### config.mk
export PLATFORM = sky130hd
export DESIGN_NAME = overwrite_ring_history_unit
export DESIGN_NICKNAME = d
export VERILOG_FILES = /design/src/rtl/ohr_pkg.sv /design/src/rtl/overwrite_ring_history_unit.sv /design/src/rtl/ohr_store.sv
export SDC_FILE = /design/constraint.sdc
export NUM_CORES = 1
export LEC_CHECK = 0
export ABC_AREA = 0
export BUFFER_PORTS_ARGS = -buffer_cell sky130_fd_sc_hd__buf_4
export CAP_MARGIN = 20
export CORE_MARGIN = 2
export CORE_UTILIZATION = 55
export CTS_CLUSTER_DIAMETER = 60
export DETAILED_ROUTE_END_ITERATION = 7
export PLACE_DENSITY = 0.83
export SYNTH_ARGS = -nofsm -noshare
export SYNTH_HDL_FRONTEND = slang
export SYNTH_HIERARCHICAL = 1
export SYNTH_SLANG_ARGS = --single-unit
### constraint.sdc
create_clock -name clk -period 6.1 [get_ports clk]
set_input_delay 0 -clock clk [delete_from_list [all_inputs] [get_ports clk]]
set_output_delay 0 -clock clk [all_outputs]
set_load 0.01 [all_outputs]
### src/rtl/ohr_pkg.sv
`default_nettype none

package ohr_pkg;

  // Ring geometry.
  localparam int DEPTH       = 16;
  localparam int RECORD_BITS = 32;
  localparam int IDX_W       = $clog2(DEPTH);

  // Field widths fixed by the interface.
  localparam int KIND_W = 3;
  localparam int AGE_W  = 4;
  localparam int CNT_W  = 5;
  localparam int OUT_W  = 32;

  // Operation codes.
  localparam logic [KIND_W-1:0] KIND_APPEND    = 3'd0;
  localparam logic [KIND_W-1:0] KIND_READ_AGE  = 3'd1;
  localparam logic [KIND_W-1:0] KIND_READ_NEXT = 3'd2;
  localparam logic [KIND_W-1:0] KIND_RST_CUR   = 3'd3;
  localparam logic [KIND_W-1:0] KIND_CLEAR     = 3'd4;

  // Configuration register indexes.
  localparam logic REG_CAPACITY = 1'b0;

  typedef struct packed {
    logic [KIND_W-1:0]      kind;
    logic [RECORD_BITS-1:0] record_data;
    logic [AGE_W-1:0]       age;
  } ohr_in_t;

  typedef struct packed {
    logic             ok;
    logic [OUT_W-1:0] record_out;
    logic [CNT_W-1:0] count;
  } ohr_out_t;

endpackage

`default_nettype wire

### src/rtl/overwrite_ring_history_unit.sv
// A result appears in the cycle after its transaction is accepted.
// Throughput: one transaction per cycle; busy never rises, and the index update
// plus one store access fit between the accept edge and the result register.
// Reset (rst, synchronous): the ring is empty and the capacity register is DEPTH.
// Results are shown for one cycle with result_valid; the receiver cannot stall.
`default_nettype none

module overwrite_ring_history_unit
  import ohr_pkg::*;
(
  input  wire logic        clk,
  input  wire logic        rst,
  // Command channel.
  input  wire logic        start,
  output logic             busy,
  input  wire ohr_in_t     request,
  // Result channel.
  output logic             result_valid,
  output ohr_out_t         result,
  // Configuration port.
  input  wire logic        psel,
  input  wire logic        penable,
  input  wire logic        pwrite,
  input  wire logic [2:0]  paddr,
  input  wire logic [31:0] pwdata,
  output logic      [31:0] prdata,
  output logic             pready
);

  // Capacity register, raw as written. Values above DEPTH act as DEPTH.
  logic [CNT_W-1:0] capacity;

  // Ring indices. The slot indices stay below a nonzero effective capacity and the
  // count never exceeds it, because a capacity write always empties the ring.
  logic [IDX_W-1:0] newest_next_slot, newest_next_slot_next;
  logic [IDX_W-1:0] oldest_slot, oldest_slot_next;
  logic [CNT_W-1:0] held_count, held_count_next;
  logic [IDX_W-1:0] cursor, cursor_next;
  logic             walk_done, walk_done_next;

  // Result stage.
  logic             res_ok;
  logic [CNT_W-1:0] res_count;
  logic             res_has_rec;

  logic                   accept;
  logic                   cfg_write;
  logic [CNT_W-1:0]       cap_eff;
  logic                   cap_on;
  logic [IDX_W-1:0]       cap_last;
  logic [IDX_W-1:0]       newest_slot;
  logic signed [CNT_W:0]  age_diff;
  logic [IDX_W-1:0]       age_slot;
  logic                   age_hit;
  logic                   next_hit;
  logic                   ok_next;
  logic                   rd_en;
  logic                   wr_en;
  logic [IDX_W-1:0]       rd_addr;
  logic [RECORD_BITS-1:0] rd_data;

  function automatic logic [IDX_W-1:0] age_ext(input logic [AGE_W-1:0] a);
    return IDX_W'(a);
  endfunction

  assign busy      = 1'b0;
  assign pready    = 1'b1;
  assign accept    = start && !busy;
  assign cfg_write = psel && penable && pwrite && pready;

  assign prdata = (paddr[2] == REG_CAPACITY) ? {{(32-CNT_W){1'b0}}, capacity} : 32'd0;

  assign cap_eff  = (capacity > CNT_W'(DEPTH)) ? CNT_W'(DEPTH) : capacity;
  assign cap_on   = (cap_eff != '0);
  assign cap_last = IDX_W'(cap_eff - CNT_W'(1));

  // Slot of the newest record: one step back from the append slot, wrapping.
  assign newest_slot = (newest_next_slot == '0) ? cap_last
                                                : newest_next_slot - IDX_W'(1);

  // Slot of a record of a given age. For an age below the held count the difference
  // is never below minus the capacity, so a single conditional add wraps it into range.
  assign age_diff = $signed({2'b00, newest_next_slot}) - $signed((CNT_W+1)'(1))
                  - $signed({2'b00, age_ext(request.age)});
  assign age_slot = (age_diff < 0) ? IDX_W'(age_diff + $signed({1'b0, cap_eff}))
                                   : IDX_W'(age_diff);

  assign age_hit  = (CNT_W'(request.age) < held_count);
  assign next_hit = (held_count != '0) && !walk_done;

  assign rd_addr = (request.kind == KIND_READ_AGE) ? age_slot : cursor;
  assign wr_en   = accept && cap_on && (request.kind == KIND_APPEND);

  // Operation decode. Besides a capacity write, state only moves on an accepted
  // transaction with a nonzero capacity; unknown operation codes leave the state untouched.
  always_comb begin
    newest_next_slot_next = newest_next_slot;
    oldest_slot_next      = oldest_slot;
    held_count_next       = held_count;
    cursor_next           = cursor;
    walk_done_next        = walk_done;
    ok_next               = 1'b0;
    rd_en                 = 1'b0;
    if (cap_on) begin
      case (request.kind)
        KIND_APPEND: begin
          newest_next_slot_next = (newest_next_slot == cap_last) ? '0
                                : newest_next_slot + IDX_W'(1);
          if (held_count >= cap_eff) begin
            // Full ring: the oldest record is overwritten.
            oldest_slot_next = (oldest_slot == cap_last) ? '0 : oldest_slot + IDX_W'(1);
          end else begin
            held_count_next = held_count + CNT_W'(1);
          end
          // The record just written becomes the newest one.
          cursor_next    = newest_next_slot;
          walk_done_next = 1'b0;
          ok_next        = 1'b1;
        end
        KIND_READ_AGE: begin
          ok_next = age_hit;
          rd_en   = age_hit;
        end
        KIND_READ_NEXT: begin
          if (next_hit) begin
            ok_next = 1'b1;
            rd_en   = 1'b1;
            if (cursor == oldest_slot) begin
              walk_done_next = 1'b1;
            end else begin
              cursor_next = (cursor == '0) ? cap_last : cursor - IDX_W'(1);
            end
          end
        end
        KIND_RST_CUR: begin
          if (held_count != '0) begin
            cursor_next    = newest_slot;
            walk_done_next = 1'b0;
          end
          ok_next = 1'b1;
        end
        KIND_CLEAR: begin
          newest_next_slot_next = '0;
          oldest_slot_next      = '0;
          held_count_next       = '0;
          cursor_next           = '0;
          walk_done_next        = 1'b0;
          ok_next               = 1'b1;
        end
        default: begin
        end
      endcase
    end
  end

  always_ff @(posedge clk) begin
    if (rst) begin
      capacity         <= CNT_W'(DEPTH);
      newest_next_slot <= '0;
      oldest_slot      <= '0;
      held_count       <= '0;
      cursor           <= '0;
      walk_done        <= 1'b0;
      result_valid     <= 1'b0;
      res_ok           <= 1'b0;
      res_count        <= '0;
      res_has_rec      <= 1'b0;
    end else begin
      result_valid <= accept;
      if (accept) begin
        res_ok      <= ok_next;
        res_count   <= held_count_next;
        res_has_rec <= rd_en;
      end
      // A capacity write empties the ring but keeps the stored records.
      if (cfg_write && (paddr[2] == REG_CAPACITY)) begin
        capacity         <= pwdata[CNT_W-1:0];
        newest_next_slot <= '0;
        oldest_slot      <= '0;
        held_count       <= '0;
        cursor           <= '0;
        walk_done        <= 1'b0;
      end else if (accept) begin
        newest_next_slot <= newest_next_slot_next;
        oldest_slot      <= oldest_slot_next;
        held_count       <= held_count_next;
        cursor           <= cursor_next;
        walk_done        <= walk_done_next;
      end
    end
  end

  ohr_store u_store (
    .clk   (clk),
    .we    (wr_en),
    .waddr (newest_next_slot),
    .wdata (request.record_data),
    .re    (accept && rd_en),
    .raddr (rd_addr),
    .rdata (rd_data)
  );

  // Records only appear on a successful read; every other result shows zero.
  always_comb begin
    result.ok         = res_ok;
    result.count      = res_count;
    result.record_out = res_has_rec ? OUT_W'(rd_data) : '0;
  end

endmodule

`default_nettype wire

### src/rtl/ohr_store.sv
`default_nettype none

module ohr_store
  import ohr_pkg::*;
(
  input  wire logic                   clk,
  input  wire logic                   we,
  input  wire logic [IDX_W-1:0]       waddr,
  input  wire logic [RECORD_BITS-1:0] wdata,
  input  wire logic                   re,
  input  wire logic [IDX_W-1:0]       raddr,
  output logic      [RECORD_BITS-1:0] rdata
);

  logic [RECORD_BITS-1:0] mem [DEPTH];

  always_ff @(posedge clk) begin
    if (we) begin
      mem[waddr] <= wdata;
    end
  end

  // Registered read; the result stage uses this as its data register.
  always_ff @(posedge clk) begin
    if (re) begin
      rdata <= mem[raddr];
    end
  end

endmodule

`default_nettype wire

==> summary.md <==
| Metric | Value |
|---|---|
| Die height | `210 um` |
| Post-route design area | `27100 um^2` |
| Worst setup skew after layout | `about 0.027 ns` |
| Maximum number of pins on one net before global-route repair | `73` |
| CTS tree | `built` |
| Kind of end point of the critical path | `register` |
| Crit-path slowest cell | `o21ai_4` |
| Avg Cell Area, Syn | `18.7 um^2` |
| Share of the clock period used by the worst path | `0.820` |
| Slew HR | `0.276` |
| DR WL/cell | `26.3 um` |
| Mapped Cells | `1247` |
| Standby leakage power | `8.94 nW` |
| Endpoint arrival time on the critical path | `5.34 ns` |
| Worst hold-check path type | `input port to register` |
| Remaining routing DRC violations | `0` |
| Kind of critical path | `register to register` |
| Port bufs | `94` |
| Vias per std cell | `6.26` |
| Clock-pin slew on the worst setup and hold paths | `0.06 ns` |
| Largest buffer count on any clock path | `3` |
| Buffer cell driving the clock tree root | `clkbuf_16` |
| Number of DRC violations after detailed-routing iteration 0 | `1371` |
| Cell row count | `75` |
| Worst-margin pin slew | `between 1 and 1.5 ns` |
| Result of the run | `finished clean` |
| Fin Setup TNS | `0 ns` |
| Initial Utilization | `0.557` |
| CTS H-tree lvls | `2` |
| Cell Area, Synth | `23300 um^2` |
| Layout cell share with drive strength beyond 1 | `0.257` |
| Max FO, Critical Path | `25` |
| All-layer global routing usage | `0.244` |
| Number of iterations in the first detailed-routing pass | `5` |
| Critical path launch point type | `register` |
| Number of enable-type register cells in the synthesized netlist | `544` |
| CTS Buf Count | `56` |
| Number of antenna violations at the first check in global routing | `1` |
| Number of clock sinks | `between 500 and 600` |
| Register bit count reported by yosys | `575` |
| Max frequency | `200 MHz` |
| Number of vias after detailed routing | `12500` |
| Crit path time final | `between 4 and 5 ns` |
| Total I/O pin count | `153` |
| Worst slack at placement | `1.18 ns` |
| Max-slew violation total from the final report | `0` |
| Overall die width | `210 um` |
| Global-route wire length before repair | `79.2 mm` |
| Unrepaired setup endpoints after global routing | `no` |
| Final setup vio count | `0` |
| Final Wtd Congestion | `roughly 0.9` |
| Most instantiated flip-flop cell in the synthesis netlist | `edfxtp_1` |
| Global-route congestion overflow total | `0` |
| Critical path's top delay family | `compound AO/OA/AOI/OAI gates` |
| Clock Latency Late Sink | `slightly above 0.6 ns` |
| Critical path required time | `6.44 ns` |
| Portion of the post-synthesis area used by sequential elements | `0.728` |
| Placed Area | `around 25000 um^2` |
| # nets final | `1520` |
| Post-CTS setup buffers | `0` |
| Bufs and invs on worst path | `3` |
| Commonest cells after routing, fill and taps aside | `544 x edfxtp_1, 128 x mux4_2, 120 x buf_4, 64 x a22oi_1, 63 x nand2_1` |
| Number of different library cells in the post-synthesis netlist | `69` |
| Yosys warning total | `6` |
| Max Cap Violations | `0` |
| Final worst setup slack | `1.10 ns` |
| Total Die Area | `roughly 44000 um^2` |
| Power Density | `303 nW/um^2` |
| FFs w/ async S/R, synth | `0` |
| Total count of hold-check failures in the final report | `0` |
| Peak supply drop | `0.258 mV` |
| Post-synthesis to final-layout area growth | `16.5%` |
| Final antenna-violating net count | `0` |
| Stage delay of the slowest cell on the critical path | `0.84 ns` |
| Area of the core region | `41900 um^2` |
| Half-perimeter wire length after placement | `28.1 mm` |
| Vias in the first global route | `12800` |
| Wirelength, routed | `52.6 mm` |
| Ordered list of cells on the worst path | `inv_1 > ha_1 > inv_1 > ha_1 > nor2b_1 > o211ai_1 > a21oi_1 > mux2i_1 > o21ai_4 > buf_12 > mux4_2 > a22oi_1 > nand2_1` |
| Most common cell after layout, fill and taps aside | `edfxtp_1` |
==> synth_stat cells (4+ instances only) <==
master	count	area share
a22oi_1	64	0.021
a211oi_1	5	0.0016
nand2b_1	8	0.0021
nor2b_1	12	0.0032
clkbuf_1	34	0.0055
buf_1	10	0.0016
and2_1	35	0.0094
xnor2_1	11	0.0041
buf_2	11	0.0024
mux4_2	128	0.12
edfxtp_1	544	0.70
ha_1	24	0.013
buf_4	39	0.013
xor2_1	6	0.0023
a21oi_1	21	0.0045
nor2_1	41	0.0066
a21o_1	7	0.0023
a31oi_1	5	0.0013
o21ai_0	17	0.0037
mux2i_1	8	0.0034
nor3_1	14	0.0030
nand3_1	14	0.0030
nand2_1	63	0.010
dfxtp_1	31	0.027
inv_1	23	0.0037
o211ai_1	4	0.0013
==> timing repair <==
item	4_1_cts	5_1_grt
gates resized for setup	0	0
hold buffers	48	0
endpoints found under the setup margin	0	0
endpoints found under the hold margin	540	0
==> final cells by class <==
class	count	area, um^2
Fill cell	2651	14700
Tap cell	539	674
Clock inverter	38	355
Multi-Input combinational cell	580	6000
Antenna cell	1	2.50
Timing Repair Buffer	178	1590
Inverter	23	86.3
Sequential cell	575	17000
Clock buffer	67	1470
==> worst register-to-register path: stages (launching register included) <==
cell      delay, ns
dfxtp_1        0.81
inv_1          0.17
ha_1           0.36
inv_1          0.10
ha_1           0.28
nor2b_1        0.16
o211ai_1       0.10
a21oi_1        0.41
mux2i_1        0.24
o21ai_4        0.84
buf_12         0.33
mux4_2         0.59
a22oi_1        0.26
nand2_1        0.09
==> layer usage <==
| layer | vias up | track usage | routed length (um) |
|---|---|---|---|
| met2 | 665 | 0.403 | 26300 |
| met3 | 126 | 0.0437 | 4490 |
| li1 | 5306 | - | - |
| met1 | 6421 | 0.332 | 20200 |
| met5 | - | 0 | 0 |
| met4 | 0 | 0.0858 | 1640 |
==> per-stage QoR <==
stage	total power (W)	hold slack, ns	instances	utilization
after detailed placement	0.00484	0.241	1845	0.592
after floorplan	0.00469	0.0429	1274	-
after global routing	0.00843	0.0682	2001	0.648
after global placement	0.00482	0.235	1845	0.592
final	0.00821	0.0501	2001	0.648
after CTS	0.00824	0.0113	1998	0.647
==> state kept, by name (all words and copies together), names as in the netlist <==
| name | flops |
|---|---|
| u_store/mem | 512 |
| u_store/rdata | 32 |
| capacity | 5 |
| held_count | 5 |
| res_count | 5 |
| cursor | 4 |
| newest_next_slot | 4 |
| oldest_slot | 4 |
| res_has_rec | 1 |
| res_ok | 1 |
| result_valid | 1 |
| walk_done | 1 |
==> cell families after synthesis <==
kind of cell	share of synthesized area
muxes	0.128
buffers and inverters	0.0264
and+or+nand+nor	0.0482
DFF	0.728
adders and majority gates	0.0146
other	0.000322
xor gates and xnor gates	0.00832
AOI/OAI and AO/OA	0.0468
==> path summary, 6_finish.rpt <==
kind	startpoint	end	slack [ns]	cells past startpoint
worst min register to register	res_count[3]	res_count[3]	0.48	2
worst max register to register	newest_next_slot[0]	u_store/rdata[10]	1.10	13
worst min-delay path	pwrite	capacity[4]	0.05	3
worst max-delay path	newest_next_slot[0]	u_store/rdata[10]	1.10	13
==> report_power, final <==
group / leakage, nW / total (W) / internal (W) / switching (W)
Combinational: 2.90 / 0.000437 / 0.000191 / 0.000247
Clock: 0.891 / 0.00343 / 0.00194 / 0.00148
Sequential: 5.14 / 0.00435 / 0.00433 / 0.0000106
Note: power is estimated with default switching activity, not from simulation.
